File: config.mk
export PLATFORM = sky130hd
export DESIGN_NAME = delta_modulation_channel_unit
export DESIGN_NICKNAME = d
export VERILOG_FILES = /design/src/hw/rtl/dmc_pkg.sv /design/src/hw/rtl/dmc_csr_regs.sv /design/src/hw/rtl/dmc_timer_mod.sv /design/src/hw/rtl/dmc_core.sv /design/src/hw/rtl/dmc_rsp_buffer.sv /design/src/hw/rtl/delta_modulation_channel_unit.sv
export SDC_FILE = /design/constraint.sdc
export NUM_CORES = 1
export LEC_CHECK = 0
export BUFFER_PORTS_ARGS = -buffer_cell sky130_fd_sc_hd__buf_2
export CAP_MARGIN = 20
export CORE_MARGIN = 2
export CORE_UTILIZATION = 25
export CTS_BUF_LIST = sky130_fd_sc_hd__clkbuf_4 sky130_fd_sc_hd__clkbuf_8 sky130_fd_sc_hd__clkbuf_16
export DETAILED_ROUTE_END_ITERATION = 6
export GPL_TIMING_DRIVEN = 0
export SYNTH_ARGS = -nofsm -noshare
export SYNTH_HDL_FRONTEND = slang
export SYNTH_HIERARCHICAL = 1
export SYNTH_SLANG_ARGS = --single-unit
File: constraint.sdc
create_clock -name clock -period 7.31 [get_ports clock]
set_input_delay 0.3655 -clock clock [delete_from_list [all_inputs] [get_ports clock]]
set_output_delay 0.3655 -clock clock [all_outputs]
set_load 0.02 [all_outputs]
File: src/hw/rtl/dmc_pkg.sv
// Shared types and constants for the delta-modulation channel.
// No dependencies; imported by every module of the block.
`timescale 1ns / 1ps

package dmc_pkg;

   typedef enum logic [1:0] {
      OP_TICK    = 2'd0,
      OP_ENABLE  = 2'd1,
      OP_RESTART = 2'd2,
      OP_DIRECT  = 2'd3
   } op_type;

   localparam int CSR_INDEX_W = 3;
   localparam int CSR_DATA_W  = 16;

   localparam logic [CSR_INDEX_W-1:0] CSR_START_ADDR = 3'd0;
   localparam logic [CSR_INDEX_W-1:0] CSR_BYTE_COUNT = 3'd1;
   localparam logic [CSR_INDEX_W-1:0] CSR_LOOP_EN    = 3'd2;
   localparam logic [CSR_INDEX_W-1:0] CSR_IRQ_EN     = 3'd3;
   localparam logic [CSR_INDEX_W-1:0] CSR_HALF_PER   = 3'd4;

   localparam logic [15:0] RST_START_ADDR = 16'hC000;
   localparam logic [11:0] RST_BYTE_COUNT = 12'd1;
   localparam logic [7:0]  RST_HALF_PER   = 8'd214;

   localparam logic [15:0] ADDR_LAST    = 16'hFFFF;
   localparam logic [15:0] ADDR_WRAP    = 16'h8000;
   localparam logic [6:0]  LEVEL_TOP    = 7'd125;  // highest level that can still go up by 2
   localparam logic [6:0]  LEVEL_SILENT = 7'd64;
   localparam logic [3:0]  BITS_FULL    = 4'd8;

   typedef struct packed {
      logic [15:0] start_addr;
      logic [11:0] byte_count;
      logic        loop_en;
      logic        irq_en;
      logic [7:0]  half_period;
   } cfg_type;

   typedef struct packed {
      logic [6:0]  level;
      logic [15:0] fetch_address;
      logic        byte_taken;
      logic        irq_raised;
   } result_type;

   // Corrected timer wrap value after a half-period change.
   typedef struct packed {
      logic       valid;
      logic [7:0] value;
   } tmr_fix_type;

endpackage

File: src/hw/rtl/dmc_csr_regs.sv
// Configuration registers of the delta-modulation channel.
// Depends on dmc_pkg.
`timescale 1ns / 1ps

module dmc_csr_regs
   import dmc_pkg::*;
(
   input  logic                   clock,
   input  logic                   reset,
   input  logic                   csr_wr_en,
   input  logic [CSR_INDEX_W-1:0] csr_index,
   input  logic [CSR_DATA_W-1:0]  csr_wdata,
   output cfg_type                cfg
);

   cfg_type cfg_ff;
   cfg_type cfg_in;

   always_comb begin
      cfg_in = cfg_ff;
      if (csr_wr_en) begin
         case (csr_index)
            CSR_START_ADDR: cfg_in.start_addr  = csr_wdata;
            CSR_BYTE_COUNT: cfg_in.byte_count  = csr_wdata[11:0];
            CSR_LOOP_EN:    cfg_in.loop_en     = csr_wdata[0];
            CSR_IRQ_EN:     cfg_in.irq_en      = csr_wdata[0];
            CSR_HALF_PER:   cfg_in.half_period = csr_wdata[7:0];
            default:        cfg_in = cfg_ff;
         endcase
      end
   end

   always_ff @(posedge clock) begin
      if (reset) begin
         cfg_ff.start_addr  <= RST_START_ADDR;
         cfg_ff.byte_count  <= RST_BYTE_COUNT;
         cfg_ff.loop_en     <= 1'b0;
         cfg_ff.irq_en      <= 1'b0;
         cfg_ff.half_period <= RST_HALF_PER;
      end else begin
         cfg_ff <= cfg_in;
      end
   end

   assign cfg = cfg_ff;

endmodule

File: src/hw/rtl/dmc_timer_mod.sv
// Bit-serial remainder unit: after a half-period write it works out
// (timer + 1) mod period, one quotient bit per cycle. Depends on dmc_pkg.
`timescale 1ns / 1ps

module dmc_timer_mod
   import dmc_pkg::*;
(
   input  logic        clock,
   input  logic        reset,
   input  logic        start,        // half-period register written
   input  logic [7:0]  new_period,
   input  logic [7:0]  tick_timer,
   input  logic        tick_accept,  // fix is used up by the next tick
   output logic        busy,
   output tmr_fix_type fix
);

   logic        busy_ff, busy_in;
   logic [3:0]  count_ff, count_in;
   logic [8:0]  dividend_ff, dividend_in;
   logic [7:0]  rem_ff, rem_in;
   logic [7:0]  divisor_ff, divisor_in;
   logic        fix_valid_ff, fix_valid_in;

   logic [8:0]  trial;

   always_comb begin
      busy_in      = busy_ff;
      count_in     = count_ff;
      dividend_in  = dividend_ff;
      rem_in       = rem_ff;
      divisor_in   = divisor_ff;
      fix_valid_in = fix_valid_ff;
      trial        = {rem_ff, dividend_ff[8]};

      if (start) begin
         busy_in      = 1'b1;
         count_in     = 4'd9;
         dividend_in  = {1'b0, tick_timer} + 9'd1;
         rem_in       = '0;
         // a zero period behaves as one
         divisor_in   = (new_period == 8'd0) ? 8'd1 : new_period;
         fix_valid_in = 1'b0;
      end else if (busy_ff) begin
         // remainder stays below the divisor, so it fits in 8 bits
         if (trial >= {1'b0, divisor_ff}) begin
            rem_in = 8'(trial - {1'b0, divisor_ff});
         end else begin
            rem_in = trial[7:0];
         end
         dividend_in = {dividend_ff[7:0], 1'b0};
         count_in    = count_ff - 4'd1;
         if (count_ff == 4'd1) begin
            busy_in      = 1'b0;
            fix_valid_in = 1'b1;
         end
      end else if (tick_accept) begin
         fix_valid_in = 1'b0;
      end
   end

   always_ff @(posedge clock) begin
      if (reset) begin
         busy_ff      <= 1'b0;
         fix_valid_ff <= 1'b0;
         count_ff     <= '0;
      end else begin
         busy_ff      <= busy_in;
         fix_valid_ff <= fix_valid_in;
         count_ff     <= count_in;
      end
   end

   always_ff @(posedge clock) begin
      dividend_ff <= dividend_in;
      rem_ff      <= rem_in;
      divisor_ff  <= divisor_in;
   end

   assign busy      = busy_ff;
   assign fix.valid = fix_valid_ff;
   assign fix.value = rem_ff;

endmodule

File: src/hw/rtl/dmc_core.sv
// Channel state and its single-pass update for one item: memory reader,
// output unit and tick timer. Depends on dmc_pkg.
`timescale 1ns / 1ps

module dmc_core
   import dmc_pkg::*;
(
   input  logic        clock,
   input  logic        reset,
   input  cfg_type     cfg,
   input  logic        accept,
   input  op_type      op,
   input  logic        enable_bit,
   input  logic [6:0]  direct_level,
   input  logic [7:0]  mem_byte,
   input  tmr_fix_type fix,
   output logic [7:0]  tick_timer,
   output result_type  result
);

   logic [15:0] addr_ff, addr_in;
   logic [11:0] bytes_ff, bytes_in;
   logic [7:0]  shift_ff, shift_in;
   logic [3:0]  bits_ff, bits_in;
   logic [6:0]  level_ff, level_in;
   logic        empty_ff, empty_in;
   logic        silent_ff, silent_in;
   logic [7:0]  timer_ff, timer_in;
   logic [6:0]  pend_ff, pend_in;
   logic        pend_valid_ff, pend_valid_in;
   logic        on_ff, on_in;
   logic        taken;
   logic        irq;

   always_comb begin
      logic [7:0] half;
      logic [7:0] timer_inc;
      half      = (cfg.half_period == 8'd0) ? 8'd1 : cfg.half_period;
      timer_inc = timer_ff + 8'd1;

      addr_in       = addr_ff;
      bytes_in      = bytes_ff;
      shift_in      = shift_ff;
      bits_in       = bits_ff;
      level_in      = level_ff;
      empty_in      = empty_ff;
      silent_in     = silent_ff;
      timer_in      = timer_ff;
      pend_in       = pend_ff;
      pend_valid_in = pend_valid_ff;
      on_in         = on_ff;
      taken         = 1'b0;
      irq           = 1'b0;

      case (op)
         OP_ENABLE: on_in = enable_bit;
         OP_RESTART: begin
            addr_in  = cfg.start_addr;
            bytes_in = cfg.byte_count;
         end
         OP_DIRECT: begin
            pend_in       = direct_level;
            pend_valid_in = 1'b1;
         end
         OP_TICK: begin
            // memory reader
            if (on_ff && empty_ff && (bytes_ff != 12'd0)) begin
               taken    = 1'b1;
               addr_in  = (addr_ff == ADDR_LAST) ? ADDR_WRAP : addr_ff + 16'd1;
               bytes_in = bytes_ff - 12'd1;
               if ((bytes_in == 12'd0) && cfg.loop_en) begin
                  addr_in  = cfg.start_addr;
                  bytes_in = cfg.byte_count;
               end
               irq       = (bytes_in == 12'd0) && cfg.irq_en;
               shift_in  = mem_byte;
               bits_in   = BITS_FULL;
               silent_in = 1'b0;
               empty_in  = 1'b0;
            end
            // output unit, sees the reader's update
            if (timer_ff == 8'd0) begin
               if (pend_valid_ff) begin
                  level_in      = pend_ff;
                  pend_valid_in = 1'b0;
               end else if (!silent_in) begin
                  if (shift_in[0]) begin
                     if (level_ff <= LEVEL_TOP) level_in = level_ff + 7'd2;
                  end else begin
                     if (level_ff >= 7'd2) level_in = level_ff - 7'd2;
                  end
                  shift_in = {1'b0, shift_in[7:1]};
                  if (bits_in != 4'd0) bits_in = bits_in - 4'd1;
                  if (bits_in == 4'd0) begin
                     bits_in = BITS_FULL;
                     if (empty_in) begin
                        silent_in = 1'b1;
                        level_in  = LEVEL_SILENT;
                     end else begin
                        empty_in = 1'b1;
                     end
                  end
               end
            end
            // tick timer; after a period change the wrap comes from the remainder unit
            if (fix.valid) timer_in = fix.value;
            else if (timer_inc == half) timer_in = 8'd0;
            else timer_in = timer_inc;
         end
         default: on_in = on_ff;
      endcase
   end

   always_ff @(posedge clock) begin
      if (reset) begin
         addr_ff       <= '0;
         bytes_ff      <= '0;
         shift_ff      <= '0;
         bits_ff       <= BITS_FULL;
         level_ff      <= '0;
         empty_ff      <= 1'b1;
         silent_ff     <= 1'b1;
         timer_ff      <= '0;
         pend_ff       <= '0;
         pend_valid_ff <= 1'b0;
         on_ff         <= 1'b0;
      end else if (accept) begin
         addr_ff       <= addr_in;
         bytes_ff      <= bytes_in;
         shift_ff      <= shift_in;
         bits_ff       <= bits_in;
         level_ff      <= level_in;
         empty_ff      <= empty_in;
         silent_ff     <= silent_in;
         timer_ff      <= timer_in;
         pend_ff       <= pend_in;
         pend_valid_ff <= pend_valid_in;
         on_ff         <= on_in;
      end
   end

   assign tick_timer           = timer_ff;
   assign result.level         = level_in;
   assign result.fetch_address = addr_in;
   assign result.byte_taken    = taken;
   assign result.irq_raised    = irq;

endmodule

File: src/hw/rtl/dmc_rsp_buffer.sv
// Result register with a skid entry, so an item is taken while a result waits.
// Depends on dmc_pkg.
`timescale 1ns / 1ps

module dmc_rsp_buffer
   import dmc_pkg::*;
(
   input  logic       clock,
   input  logic       reset,
   input  logic       in_load,
   input  result_type in_data,
   output logic       skid_full,
   output logic       out_valid,
   input  logic       out_stall,
   output result_type out_data
);

   logic       main_valid_ff, main_valid_in;
   logic       skid_valid_ff, skid_valid_in;
   result_type main_ff, main_in;
   result_type skid_ff, skid_in;
   logic       out_free;

   always_comb begin
      out_free      = !main_valid_ff || !out_stall;
      main_valid_in = main_valid_ff;
      skid_valid_in = skid_valid_ff;
      main_in       = main_ff;
      skid_in       = skid_ff;
      if (skid_valid_ff) begin
         if (out_free) begin
            main_in       = skid_ff;
            main_valid_in = 1'b1;
            skid_valid_in = 1'b0;
         end
      end else if (in_load) begin
         if (out_free) begin
            main_in       = in_data;
            main_valid_in = 1'b1;
         end else begin
            skid_in       = in_data;
            skid_valid_in = 1'b1;
         end
      end else if (out_free) begin
         main_valid_in = 1'b0;
      end
   end

   always_ff @(posedge clock) begin
      if (reset) begin
         main_valid_ff <= 1'b0;
         skid_valid_ff <= 1'b0;
      end else begin
         main_valid_ff <= main_valid_in;
         skid_valid_ff <= skid_valid_in;
      end
   end

   always_ff @(posedge clock) begin
      main_ff <= main_in;
      skid_ff <= skid_in;
   end

   assign skid_full = skid_valid_ff;
   assign out_valid = main_valid_ff;
   assign out_data  = main_ff;

endmodule

File: src/hw/rtl/delta_modulation_channel_unit.sv
// Top level of the delta-modulation sound channel.
// Depends on dmc_pkg, dmc_csr_regs, dmc_timer_mod, dmc_core, dmc_rsp_buffer.
//
// Usage:
//   req_* carries one item per audio clock: op selects tick, set enable,
//   restart sample or queue a direct level. req_mem_byte must hold the byte
//   at the address reported by the previous result (rsp_fetch_address).
//   rsp_* returns one result per item: level, next fetch address, and
//   byte_taken / irq_raised pulses for ticks.
//   csr_* writes the five configuration registers while the channel is idle.
// Each result is registered (output register, or skid entry under stall).
// Throughput: one item per cycle while req_stall is low; the channel state
// updates in a single pass. A write to the timer half-period register starts
// a bit-serial remainder unit that fixes up the timer wrap; req_stall is high
// meanwhile. Reset (synchronous) loads the register defaults, silences the
// channel and empties the result buffer. When the receiver stalls, one more
// item is taken into a skid entry; req_stall then rises until it drains.
`timescale 1ns / 1ps

module delta_modulation_channel_unit
   import dmc_pkg::*;
(
   input  logic                   clock,
   input  logic                   reset,
   input  logic                   req_valid,
   output logic                   req_stall,
   input  logic [1:0]             req_op,
   input  logic                   req_enable_bit,
   input  logic [6:0]             req_direct_level,
   input  logic [7:0]             req_mem_byte,
   output logic                   rsp_valid,
   input  logic                   rsp_stall,
   output logic [6:0]             rsp_level,
   output logic [15:0]            rsp_fetch_address,
   output logic                   rsp_byte_taken,
   output logic                   rsp_irq_raised,
   input  logic                   csr_wr_en,
   input  logic [CSR_INDEX_W-1:0] csr_index,
   input  logic [CSR_DATA_W-1:0]  csr_wdata
);

   cfg_type     cfg;
   tmr_fix_type fix;
   result_type  core_result;
   result_type  rsp_data;
   op_type      op;
   logic        accept;
   logic        mod_busy;
   logic        skid_full;
   logic [7:0]  tick_timer;

   assign op        = op_type'(req_op);
   assign req_stall = skid_full || mod_busy;
   assign accept    = req_valid && !req_stall;

   dmc_csr_regs u_csr (
      .clock     (clock),
      .reset     (reset),
      .csr_wr_en (csr_wr_en),
      .csr_index (csr_index),
      .csr_wdata (csr_wdata),
      .cfg       (cfg)
   );

   dmc_timer_mod u_tmr (
      .clock       (clock),
      .reset       (reset),
      .start       (csr_wr_en && (csr_index == CSR_HALF_PER)),
      .new_period  (csr_wdata[7:0]),
      .tick_timer  (tick_timer),
      .tick_accept (accept && (op == OP_TICK)),
      .busy        (mod_busy),
      .fix         (fix)
   );

   dmc_core u_core (
      .clock        (clock),
      .reset        (reset),
      .cfg          (cfg),
      .accept       (accept),
      .op           (op),
      .enable_bit   (req_enable_bit),
      .direct_level (req_direct_level),
      .mem_byte     (req_mem_byte),
      .fix          (fix),
      .tick_timer   (tick_timer),
      .result       (core_result)
   );

   dmc_rsp_buffer u_buf (
      .clock     (clock),
      .reset     (reset),
      .in_load   (accept),
      .in_data   (core_result),
      .skid_full (skid_full),
      .out_valid (rsp_valid),
      .out_stall (rsp_stall),
      .out_data  (rsp_data)
   );

   assign rsp_level         = rsp_data.level;
   assign rsp_fetch_address = rsp_data.fetch_address;
   assign rsp_byte_taken    = rsp_data.byte_taken;
   assign rsp_irq_raised    = rsp_data.irq_raised;

   // skid entry only fills behind a waiting result
   a_skid_behind_main: assert property (@(posedge clock) disable iff (reset)
      skid_full |-> rsp_valid)
      else $error("skid entry valid without a result in the output register");

   // an irq only comes from a byte fetch
   a_irq_needs_fetch: assert property (@(posedge clock) disable iff (reset)
      (rsp_valid && rsp_irq_raised) |-> rsp_byte_taken)
      else $error("irq raised on a result without a byte fetch");

   // an item taken while the output is stalled lands in the skid entry
   a_stall_to_skid: assert property (@(posedge clock) disable iff (reset)
      (accept && rsp_valid && rsp_stall) |=> skid_full)
      else $error("item accepted under stall was not held in the skid entry");

   // no item enters while the remainder unit runs
   a_no_accept_busy: assert property (@(posedge clock) disable iff (reset)
      $past(csr_wr_en && (csr_index == CSR_HALF_PER)) |-> !accept)
      else $error("item accepted during timer remainder computation");

endmodule
Word level (Yosys, flattened, before mapping)
Index checks and enable logic that the tools add are counted.
{"block": "classes", "magnitude_cmp": 3, "reduce_logical": 42, "bitwise_logic": 2, "eq_ne": 13, "muxes": 78, "addsub": 9}
{"operator": "25-bit two-way mux", "count": 4}
{"operator": "8-bit two-way mux", "count": 9}
{"operator": "7-bit two-way mux", "count": 9}
{"operator": "4-bit two-way mux", "count": 13}
{"operator": "12-bit two-way mux", "count": 4}
{"operator": "16-bit two-way mux", "count": 3}
{"operator": "16-bit one-hot mux with 2 select lines", "count": 1}
{"operator": "1-bit two-way mux", "count": 31}
{"operator": "12-bit logical NOT", "count": 2}
{"operator": "8-bit logical NOT", "count": 3}
{"operator": "12-bit one-hot mux with 2 select lines", "count": 1}
{"operator": "2-bit AND reduction", "count": 10}
{"operator": "9-bit two-way mux", "count": 2}
{"operator": "16-bit by 1-bit adder with 16-bit output (second input constant)", "count": 1}
{"operator": "16-bit == test (second input constant)", "count": 1}
{"operator": "12-bit nonzero test", "count": 1}
{"operator": "12-bit by 1-bit subtractor with 12-bit output (second input constant)", "count": 1}
{"operator": "2-bit nonzero test", "count": 5}
{"operator": "8-bit by 1-bit adder with 9-bit output (second input constant)", "count": 1}
{"operator": "9-bit by 8-bit >= comparator with 1-bit output", "count": 1}
{"operator": "3-bit AND reduction", "count": 3}
{"operator": "8-bit by 1-bit adder with 8-bit output (second input constant)", "count": 1}
{"operator": "8-bit == test", "count": 1}
{"operator": "4-bit by 1-bit subtractor with 4-bit output (second input constant)", "count": 2}
{"operator": "other kinds (24)", "count": 37}
{"block": "word_totals", "output_inout_bits": 27, "elab_cells": 180, "reg_bits": 187, "inputBits": 42}

Longest topological paths before layout
Gate-level depths: netlist of the first run.
{"block": "depth", "word_depth": 19, "mapped_depth": 17}

By module
Netlist of the first run, hierarchy kept.
{"module": "dmc_core", "instances": 1, "area_per_inst_um2": 5237.5, "cells_each": 712}
{"module": "dmc_rsp_buffer", "instances": 1, "area_per_inst_um2": 1971.9, "cells_each": 86}
{"module": "dmc_timer_mod", "instances": 1, "area_per_inst_um2": 1805.5, "cells_each": 190}
{"module": "dmc_csr_regs", "instances": 1, "area_per_inst_um2": 1614.0, "cells_each": 155}
{"module": "delta_modulation_channel_unit", "instances": 1, "area_per_inst_um2": 40.0, "cells_each": 5}

Worst setup path before layout of the first run
Ideal clock, no wire load.
{"block": "synth_path", "path_kind": "reg-to-reg", "from": "register u_core.bytes_ff[0]", "to": "register u_buf.main_ff, in the netlist u_buf/out_data[21], data pin", "setup_slack_ns": 3.510, "path_buffers": 2, "t_arrival_ns": 3.540, "stages_incl_launch_ff": 18, "cell_sequence": "dfxtp_1 -> inv_1 -> ha_1 -> nor2b_1 -> and4_1 -> or2_2 -> clkbuf_1 -> clkbuf_1 -> nand2_1 -> ha_1 -> nor4b_1 -> a31oi_1 -> nor3b_1 -> o21ai_0 -> nor2b_1 -> a32oi_1 -> nand2_1 -> mux2_2"}
{"item": "from (decl)", "line": "dmc_core.sv:22", "rtl": "logic [11:0] bytes_ff, bytes_in;"}
{"item": "from (signal assigned)", "line": "dmc_core.sv:129", "rtl": "bytes_ff <= bytes_in;"}
{"item": "to (signal assigned)", "line": "dmc_rsp_buffer.sv:60", "rtl": "main_ff <= main_in;"}
{"item": "to (decl)", "line": "dmc_rsp_buffer.sv:20", "rtl": "result_type main_ff, main_in;"}

==> results of run 1 <==
-- tightest hold or removal path, stage by stage --
cell and delay [ns]:
buf_2 0.08, mux2i_1 0.05, nor2_1 0.07
-- power by group through the flow --
| stage | sequential, W | clock (W) | combinational (W) |
|---|---|---|---|
| final | 0.00120 | 0.000905 | 0.000517 |
| after global routing | 0.00120 | 0.000968 | 0.000570 |
| after CTS | 0.00120 | 0.000927 | 0.000516 |
| after detailed placement | 0.00122 | 0 | 0.000513 |
| after global placement | 0.00122 | 0 | 0.000499 |
| after floorplan | 0.00121 | 0 | 0.000371 |
-- sequential cells by signal, indices dropped and copies added (netlist names), 9 cells and up --
signal	flops
u_tmr/dividend_ff	9
u_csr/cfg	38
u_buf/out_data	25
u_core/addr_ff	16
u_buf/skid_ff	25
u_core/bytes_ff	12
-- worst min path at each step --
stage                               to           startpoint  depth (start not counted)  slack [ns]
global route         u_core/pend_ff[6]  req_direct_level[6]                          3        0.16
floorplan              u_buf/out_valid                reset                          1        0.43
global placement    u_core/shift_ff[1]   u_core/shift_ff[1]                          2        0.45
detailed placement  u_core/shift_ff[1]   u_core/shift_ff[1]                          2        0.45
finish               u_core/pend_ff[2]  req_direct_level[2]                          3        0.16
CTS                  u_core/pend_ff[2]  req_direct_level[2]                          3        0.15
-- cells by family (layout without fill, tap and decap cells) --
| family | count (synthesis) | in the layout | share of synthesized area |
|---|---|---|---|
| muxes | 85 | 85 | 0.08960 |
| xor gates and xnor gates | 45 | 45 | 0.03694 |
| DFF | 187 | 187 | 0.4137 |
| other | 0 | 1 | 0 |
| and+or+nand+nor | 449 | 449 | 0.2234 |
| buffers and inverters | 108 | 211 | 0.04667 |
| adders and majority gates | 21 | 21 | 0.02533 |
| AOI/OAI and AO/OA | 253 | 253 | 0.1643 |
-- final cells by class --
| class | count | area (um2) | area share |
|---|---|---|---|
| multi-input combinational | 853 | 5771 | 0.4690 |
| buffer | 75 | 374.1 | 0.03040 |
| inverter | 33 | 123.9 | 0.01007 |
| timing repair buffer | 71 | 377.9 | 0.03071 |
| clock buffer | 21 | 455.4 | 0.03701 |
| sequential | 187 | 4414 | 0.3588 |
| tap | 539 | 674.4 | 0.05481 |
| antenna | 1 | 2.502 | 0.0002034 |
| clock inverter | 11 | 111.4 | 0.009050 |
-- synth_stat cells (all sizes together) (30+ instances only) --
cell type,count
inv,32
clkbuf,54
nand2,103
a21oi,50
nand3,56
nand2b,55
edfxtp,67
mux2i,55
dfxtp,120
nor3,39
xnor2,32
mux2,30
o21ai,59
nor2,101
-- per-layer routing --
metal	routed length, um	share of wire
met2	13370	0.44
met5	0	0
met4	284	0.0094
met3	2289	0.076
met1	14220	0.47
-- through the flow --
step                      utilization  hold slack [ns]  cells
after detailed placement       0.2791           0.4504   1758
final                          0.2927           0.1630   1791
after global placement         0.2779           0.4543   1755
after global routing           0.2926           0.1623   1790
after CTS                      0.2926           0.1514   1790
after floorplan                     -           0.4346   1148
==> summary.md, run 1 <==
| Metric | Value |
|---|---|
| IO Pins | `69` |
| Vias | `9252` |
| Seq cells post-synth | `187` |
| Net count, final | `1301` |
| M2 GR Usage | `0.2102` |
| Critical path depth in cells | `17` |
| Clk sinks | `187` |
| Pin count of the biggest net entering global routing | `18` |
| First-pass GRT wire length | `47900 um` |
| Pwr per Cell Area | `213.0 mW/mm2` |
| CTS buffer count | `17` |
| Pint | `0.001839 W` |
| Worst reg2reg path depth | `17` |
| Routed len/inst | `16.84 um` |
| Syn_nets | `1211` |
| Capture point of the critical path | `u_buf/out_data[21]` |
| Worst skew pair latency | `0.44 ns` |
| Final Power | `0.002620 W` |
| 1st-iter DRT viols | `871` |
| CP endpoint kind | `flip-flop` |
| CTS tree | `yes` |
| Clock tree buffer depth | `2` |
| EDFF count, synth | `67` |
| Slew headroom | `0.3253` |
| Crit Path Class | `flip-flop to flip-flop` |
| Gpl congestion | `0.9046` |
| Peak Freq | `213.4 MHz` |
| Gate power share | `0.197` |
| Vias in the first global route | `8771` |
| Seq/Total Area, Yosys | `0.4137` |
| Worst path slowest cell | `dfxtp_1` |
| Buffers on Ports | `68` |
| DRT antenna net count | `0` |
| Crit-path max FO | `10` |
| Sequential Power Share | `0.457` |
| Met3 Usage GRT | `0.02652` |
| Crit-path max cell delay | `0.54 ns` |
| CP required | `7.50 ns` |
| Initial core utilization | `0.2538` |
| Worst reg2reg startpoint | `u_core/bytes_ff[0]` |
| Clock Tree Root | `clkbuf_16` |
| Leakage power | `4.475 nW` |
| Row count | `75` |
| Routed vias/inst | `5.166` |
| # Post-CTS Setup Buffers | `0` |
| Reg-to-reg slack, setup | `2.62 ns` |
| Slew @ Worst Pin | `1.003 ns` |
| Worst path top cell family by delay | `simple AND/OR/NAND/NOR gates` |
| Setup tns final | `0 ns` |
| Final hold vios | `0` |
| Full die area | `0.04434 mm2` |
| Synth Cell Area | `0.01067 mm2` |
| Number of buffers and inverters on the critical path | `3` |
| Max capacitance violation total | `0` |
| Hold Path Class | `input pin to flip-flop` |
| Share of cells above drive strength 1 | `0.1511` |
| Startpoint types | `flip-flop` |
| Die Y | `210.6 um` |
| Most common cell after layout, fill and taps aside | `dfxtp_1` |
| Hold buffers post-CTS | `0` |
| Met1 usage | `0.1940` |
| CTS H-tree lvls | `4` |
| Dpl hpwl | `22750 um` |
| GRT Max-Usage Layer | `met2` |
| Ys Warns | `6` |
| Gr usage total | `0.1357` |
| Routed WL | `30160 um` |
| Max VDD drop | `0.1438 mV` |
| Fillers | `4423` |
| Cells after Synth | `1148` |
| Post-place instance area | `0.01174 mm2` |
| Yosys top cell by area | `dfxtp_1` |
| Crit-path cells | `inv_1 > ha_1 > nor2b_1 > and4_1 > or2_2 > clkbuf_1 > clkbuf_1 > nand2_1 > ha_1 > nor4b_1 > a31oi_1 > nor3b_1 > o21ai_0 > nor2b_1 > a32oi_1 > nand2_1 > mux2_2` |
| Drc violations | `0` |
| Core box area | `0.04204 mm2` |
| Outcome | `finished clean` |
| Final setup fails | `0` |
| Worst endpoint data arrival time | `4.87 ns` |
| Place WS | `2.761 ns` |
| Synth area leaders | `dfxtp_1 (23%), edfxtp_1 (19%), mux2i_1 (5.2%)` |
| Finished Cell Area | `0.01230 mm2` |
| Top-area cell type share of the netlist area | `0.2252` |
| Power share of the clock group | `0.345` |
| Fraction of registers with async set/reset | `0` |
| Worst Skew | `0.01346 ns` |
| Synth Flop Type | `dfxtp_1` |
| Syn Area/Cell | `9.294 um2` |
| Switching Fraction | `0.2982` |
| P_sw | `0.0007813 W` |
| Drt first pass iters | `5` |
| Highest-count cells in the layout ignoring fill and taps | `dfxtp_1 (120), nand2_1 (102), nor2_1 (98), buf_2 (74), edfxtp_1 (67)` |
| Final min period | `4.687 ns` |
| Clock slew seen by the registers of the worst setup and hold paths | `0.07 ns` |
| Synthesis-to-finish area growth | `15.33%` |
| Final WS setup | `2.623 ns` |
| Count of unique library cells instantiated by Yosys | `96` |
| Total grt overflow | `0` |
| Post-CTS Resized | `0` |
| FF-to-FF End | `u_buf/out_data[21]` |
| Initial antenna violation count | `1` |
| Unrepaired setup endpoints after global routing | `no` |
| Fin. max-slew vios | `0` |
| Crit. Startpoint | `u_core/bytes_ff[0]` |
| Fin crit share | `0.6412` |
| DIE WIDTH | `210.6 um` |
Power figures use the tool's default switching activity.
==> run 2, diff against run 1 <==
==> constraint.sdc (replaced) <==
create_clock -name clock -period 3.83 [get_ports clock]
set_input_delay 0.1915 -clock clock [delete_from_list [all_inputs] [get_ports clock]]
set_output_delay 0.1915 -clock clock [all_outputs]
set_load 0.02 [all_outputs]
==> run 2 against run 1 <==
Final cell count grew 0.50%. Worst setup slack lost 2.5 ns. Via count up 0.42%. Non-clock buffer count up 9. Core utilization increased by 0.43 points. Highest routed layer unchanged. Sequential power rose by 91%. Hold slack worse by 0.13 ns. First-iteration DRC count is 0.80% higher. Routed wire length about the same. Critical endpoint is now u_buf/out_data[24]. Global-route usage about the same. Sequential share of layout area down 0.48 points.
==> summary.md, run 2 (synthesized netlist as in run 1, its figures left out) <==
| Metric | Value |
|---|---|
| Slew @ Worst Pin | `0.9960 ns (-0.006864 ns)` |
| Core box area | `0.04204 mm2 (unchanged)` |
| Final hold vios | `0 (unchanged)` |
| DIE WIDTH | `210.6 um (unchanged)` |
| P_sw | `0.001492 W (+91%)` |
| Switching Fraction | `0.2975 (-0.0006113)` |
| Highest-count cells in the layout ignoring fill and taps | `dfxtp_1 (118), nand2_1 (102), nor2_1 (98), buf_2 (74), edfxtp_1 (67)` |
| Synthesis-to-finish area growth | `17.02%` |
| First-pass GRT wire length | `48080 um (+0.38%)` |
| CTS H-tree lvls | `4 (unchanged)` |
| Max VDD drop | `0.2755 mV (+92%)` |
| Sequential Power Share | `0.456 (about the same)` |
| Net count, final | `1310 (+0.69%)` |
| CP required | `4.02 ns (-3.48 ns)` |
| Gate power share | `0.200 (+0.003)` |
| Routed vias/inst | `5.162 (about the same)` |
| Outcome | `finished clean` |
| Total grt overflow | `0 (unchanged)` |
| Vias in the first global route | `8834 (+0.72%)` |
| Clock Tree Root | `clkbuf_16` |
| Worst skew pair latency | `0.44 ns (about the same)` |
| Final min period | `3.661 ns (-1.026 ns)` |
| Initial antenna violation count | `1 (unchanged)` |
| Pwr per Cell Area | `401.6 mW/mm2 (+89%)` |
| Slew headroom | `0.3299 (+0.004618)` |
| Drc violations | `0 (unchanged)` |
| IO Pins | `69 (unchanged)` |
| Routed len/inst | `16.77 um (-0.40%)` |
| Initial core utilization | `0.2538 (unchanged)` |
| Largest register FFs | `38 (unchanged)` |
| Hold Path Class | `input pin to flip-flop` |
| Power share of the clock group | `0.344 (about the same)` |
| DRT antenna net count | `0 (unchanged)` |
| Share of cells above drive strength 1 | `0.1635 (+0.01241)` |
| Max capacitance violation total | `0 (unchanged)` |
| Fin crit share | `0.9559 (+0.3148)` |
| CP endpoint kind | `flip-flop` |
| Dpl cells | `1758 (unchanged)` |
| Finished Cell Area | `0.01248 mm2 (+1.5%)` |
| Vias | `9291 (+0.42%)` |
| Crit Path Class | `flip-flop to flip-flop` |
| Leakage power | `4.561 nW (+1.9%)` |
| Peak Freq | `273.1 MHz (+28%)` |
| Gpl congestion | `0.9046 (unchanged)` |
| Dpl hpwl | `22750 um (unchanged)` |
| Clk sinks | `187 (unchanged)` |
| Clock slew seen by the registers of the worst setup and hold paths | `0.07 ns (about the same)` |
| Clock tree buffer depth | `2 (unchanged)` |
| Row count | `75 (unchanged)` |
| Reg-to-reg slack, setup | `0.17 ns (-2.45 ns)` |
| Pint | `0.003522 W (+92%)` |
| Worst endpoint data arrival time | `3.85 ns (-1.02 ns)` |
| Pin count of the biggest net entering global routing | `18 (unchanged)` |
| 1st-iter DRT viols | `878 (+0.80%)` |
| Worst Skew | `0.01293 ns (-0.0005320 ns)` |
| Buffers on Ports | `68 (unchanged)` |
| Most common cell after layout, fill and taps aside | `dfxtp_1` |
| Post-route insts no fill | `1800 (+0.50%)` |
| Final setup fails | `0 (unchanged)` |
| Gr usage total | `0.1360 (+0.0003470)` |
| Drt first pass iters | `7 (+2)` |
| Fin. max-slew vios | `0 (unchanged)` |
| Startpoint types | `flip-flop` |
| Post-place instance area | `0.01174 mm2 (unchanged)` |
| Die Y | `210.6 um (unchanged)` |
| Routed WL | `30190 um (about the same)` |
| CTS tree | `yes` |
| Full die area | `0.04434 mm2 (unchanged)` |
| Crit-path max FO | `10 (unchanged)` |
| CTS buffer count | `17 (unchanged)` |
==> run 2: per-layer routing <==
| metal | vias up | wire [um] | global-route usage |
|---|---|---|---|
| met4 | 0 | 285 | 0.03133 |
| li1 | 4425 | - | - |
| met1 | 4497 | 14410 | 0.1942 |
| met5 | - | 0 | 0 |
| met3 | 21 | 2091 | 0.02652 |
| met2 | 348 | 13400 | 0.2111 |
==> run 2: area by class of cell <==
type                    count  area [um2]
clock inverters            11       111.4
well taps                 539       674.4
multi-input cells         853        5853
flip-flops and latches    187        4419
diodes                      1       2.502
plain buffers              74       374.1
clock buffers              21       455.4
repair buffers             81       470.5
fillers                  4413       29560
inverters                  33       123.9
==> run 2: what timing repair did <==
| item | in CTS | in global routing |
|---|---|---|
| resized for setup | 14 | 10 |
| endpoints found under the hold margin | 7 | 0 |
| setup buffers | 2 | 1 |
| hold buffers | 7 | 0 |
| pin swaps | 1 | 1 |
| endpoints found under the setup margin | 21 | 10 |
==> run 2: path summary, 6_finish.rpt <==
path	startpoint	endpoint	depth (start not counted)
setup / recovery	u_core/bytes_ff[6]	u_buf/out_data[24]	15
hold reg to reg	u_core/shift_ff[1]	u_core/shift_ff[1]	2
hold / removal	csr_wdata[13]	u_csr/cfg[35]	3
setup reg to reg	u_core/bytes_ff[6]	u_buf/out_data[24]	15
==> run 2: per-stage QoR <==
step / setup WS [ns] / TNS [ns] / total power (W) / utilization / hold WS [ns]
final: 0.1689 / 0 / 0.005014 / 0.2970 / 0.03184
after CTS: 0.001493 / 0 / 0.005048 / 0.2958 / 0.01648
after global routing: -0.02212 / -0.02212 / 0.005253 / 0.2969 / 0.03673
after floorplan: 0.02974 / 0 / 0.003024 / - / 0.2606
after detailed placement: -0.7192 / -7.221 / 0.003311 / 0.2791 / 0.4303
after global placement: -0.6625 / -20.99 / 0.003281 / 0.2779 / 0.4333
==> run 2: power groups by stage <==
stage / registers (W) / logic [W] / clock network, W
2_1_floorplan: 0.00232 / 0.000707 / 0
3_3_place_gp: 0.00233 / 0.000953 / 0
3_5_place_dp: 0.00233 / 0.000980 / 0
4_1_cts: 0.00229 / 0.000993 / 0.00177
5_1_grt: 0.00230 / 0.00110 / 0.00185
6_report: 0.00229 / 0.00100 / 0.00172
==> run 2: worst max-delay path, cell delays in order (launching register included) <==
cell     delay, ns
dfxtp_1       0.38
nor4_4        0.43
and4_4        0.31
or2_4         0.18
buf_4         0.19
nand2_1       0.11
ha_4          0.22
nor4b_2       0.15
a31oi_1       0.23
nor3b_2       0.07
buf_4         0.16
o21ai_4       0.18
nand3_1       0.13
nor3_2        0.25
o41ai_2       0.13
mux2_2        0.28
==> run 3, diff against run 2 <==
==> constraint.sdc (replaced) <==
create_clock -name clock -period 4.3 [get_ports clock]
set_input_delay 0.215 -clock clock [delete_from_list [all_inputs] [get_ports clock]]
set_output_delay 0.215 -clock clock [all_outputs]
set_load 0.02 [all_outputs]
==> run 3 against run 2 <==
Global-route usage barely moved. Hold slack got worse by 0.019 ns. Core utilization fell by 0.34 points. Largest power group unchanged. Count of clock-buffer cells in the layout did not move. Sequential share of layout area rose by 0.41 points. Critical path type unchanged. Worst setup slack improved by 0.091 ns. Non-clock buffer count fell by 10. Largest cell class unchanged. First-iteration DRC count rose by 2.3%. Sequential cell count did not move. Clock power fell by 10%. Final cell count fell by 0.56%. Combinational power fell by 12%.
==> summary.md, run 3 (synthesized netlist as in run 1, its figures left out) <==
| Metric | Value |
|---|---|
| Row count | `75 (unchanged)` |
| Post-route insts no fill | `1790 (-0.56%)` |
| Slew headroom | `0.3002 (-0.02964)` |
| Worst path top cell family by delay | `simple AND/OR/NAND/NOR gates` |
| Clock tree buffer depth | `2 (unchanged)` |
| Post-place instance area | `0.01174 mm2 (unchanged)` |
| Crit-path max cell delay | `0.41 ns (-0.02 ns)` |
| Worst Skew | `0.01303 ns (+0.00009460 ns)` |
| Dpl hpwl | `22750 um (unchanged)` |
| CTS tree | `yes` |
| Full die area | `0.04434 mm2 (unchanged)` |
| Clock slew seen by the registers of the worst setup and hold paths | `0.07 ns (about the same)` |
| CP endpoint kind | `flip-flop` |
| CP required | `4.48 ns (+0.46 ns)` |
| Drt first pass iters | `5 (-2)` |
| DIE WIDTH | `210.6 um (unchanged)` |
| Final hold vios | `0 (unchanged)` |
| Core box area | `0.04204 mm2 (unchanged)` |
| Routed vias/inst | `5.156 (-0.10%)` |
| Crit-path cells | `inv_1 > ha_1 > nor2b_1 > and4_1 > or2_2 > clkbuf_4 > nand2_1 > ha_2 > nor4b_1 > a31oi_1 > nor3b_2 > o21ai_2 > nor2b_1 > a32oi_2 > nand2_1 > mux2_2` |
| Unrepaired setup endpoints after global routing | `no` |
| Worst path slowest cell | `dfxtp_2` |
| Final min period | `4.041 ns (+0.3794 ns)` |
| Slew @ Worst Pin | `1.040 ns (+0.04405 ns)` |
| Initial antenna violation count | `1 (unchanged)` |
| Net count, final | `1300 (-0.76%)` |
| Leakage power | `4.497 nW (-1.4%)` |
| IO Pins | `69 (unchanged)` |
| Outcome | `finished clean` |
| Largest register FFs | `38 (unchanged)` |
| Core Util, Final | `0.2936 (-0.003363)` |
| Synthesis-to-finish area growth | `15.69%` |
| CTS buffer count | `17 (unchanged)` |
| Reg-to-reg slack, setup | `0.26 ns (+0.09 ns)` |
| CTS H-tree lvls | `4 (unchanged)` |
| Pwr per Cell Area | `361.2 mW/mm2 (-10%)` |
| Crit Path Class | `flip-flop to flip-flop` |
| Fin crit share | `0.9397 (-0.01625)` |
| First-pass GRT wire length | `47900 um (-0.37%)` |
| Crit-path max FO | `10 (unchanged)` |
| # Post-CTS Setup Buffers | `0 (-2)` |
| Max VDD drop | `0.2441 mV (-11%)` |
| Most common cell after layout, fill and taps aside | `dfxtp_1` |
| Clk sinks | `187 (unchanged)` |
| Highest-count cells in the layout ignoring fill and taps | `dfxtp_1 (118), nand2_1 (102), nor2_1 (98), buf_2 (74), edfxtp_1 (67)` |
| Final setup fails | `0 (unchanged)` |
| Routed WL | `30130 um (-0.19%)` |
| Max capacitance violation total | `0 (unchanged)` |
| Total grt overflow | `0 (unchanged)` |
| Gr usage total | `0.1357 (-0.0003470)` |
| Worst endpoint data arrival time | `4.23 ns (+0.38 ns)` |
| Initial core utilization | `0.2538 (unchanged)` |
| Startpoint types | `flip-flop` |
| DRT antenna net count | `0 (unchanged)` |
| Share of cells above drive strength 1 | `0.1576 (-0.005892)` |
| Hold buffers post-CTS | `0 (-7)` |
| Pin count of the biggest net entering global routing | `18 (unchanged)` |
| 1st-iter DRT viols | `898 (+2.3%)` |
| Dpl cells | `1758 (unchanged)` |
| Buffers on Ports | `68 (unchanged)` |
| Die Y | `210.6 um (unchanged)` |
| Vias in the first global route | `8772 (-0.70%)` |
| Worst skew pair latency | `0.44 ns (about the same)` |
| Gpl congestion | `0.9046 (unchanged)` |
| Setup tns final | `0 ns (unchanged)` |
| Finished Cell Area | `0.01234 mm2 (-1.1%)` |
| Number of buffers and inverters on the critical path | `2 (unchanged)` |
| Vias | `9230 (-0.66%)` |
| Clock Tree Root | `clkbuf_16` |
| Hold Path Class | `input pin to flip-flop` |
| Final Power | `0.004458 W (-11%)` |
| Fin. max-slew vios | `0 (unchanged)` |
| Drc violations | `0 (unchanged)` |
| Peak Freq | `247.5 MHz (-9.4%)` |
| Routed len/inst | `16.83 um (+0.37%)` |
==> run 3: cell count changes in the layout (fill, tap and decap cells not counted), moves of 2 or more <==
cell           change
nor3_2             -2
nor3_1             +2
buf_4              -4
dlygate4sd3_1      -7
==> run 3: layout make-up <==
class	instances	area (um2)
fill	4417	29700
multi-input combinational	853	5804
sequential	187	4419
tap	539	674.4
clock buffer	21	455.4
timing repair buffer	71	377.9
buffer	74	374.1
inverter	33	123.9
clock inverter	11	111.4
antenna	1	2.502
==> run 3: per-layer routing <==
metal | up-vias | global-route usage | wire length (um)
li1 | 4397 | - | -
met1 | 4462 | 0.1940 | 14380
met2 | 344 | 0.2102 | 13370
met3 | 27 | 0.02652 | 2057
met4 | 0 | 0.03133 | 318
met5 | - | 0 | 0
==> run 3: path summary, 6_finish.rpt <==
kind | startpoint | end | cells past startpoint
worst max-delay path | u_core/bytes_ff[1] | u_buf/out_data[21] | 16
worst min-delay path | req_direct_level[2] | u_core/pend_ff[2] | 3
worst max register to register | u_core/bytes_ff[1] | u_buf/out_data[21] | 16
worst min register to register | u_core/shift_ff[1] | u_core/shift_ff[1] | 2
==> run 3: what timing repair did <==
action	4_1_cts	5_1_grt
endpoints found under the setup margin	9	11
gates resized for setup	3	10
cloned	0	0
pin swaps	0	1
==> run 3: metrics by stage <==
step / hold slack [ns] / worst slack (ns)
3_3_place_gp: 0.4543 / -0.1925
6_report: 0.01330 / 0.2595
4_1_cts: 0.0009422 / 0.002524
2_1_floorplan: 0.2841 / 0.4997
5_1_grt: 0.01180 / 0.06540
3_5_place_dp: 0.4504 / -0.2492
==> run 3: power breakdown <==
group          switching (W)  total (W)  internal, W  leakage, nW
clock network       0.000707    0.00154     0.000833        0.277
logic               0.000522   0.000882     0.000360         2.61
registers           0.000102    0.00204      0.00193         1.61
==> run 3: worst min-delay path, cell delays in order <==
cell and delay (ns):
buf_2 0.08, mux2i_1 0.05, nor2_1 0.07
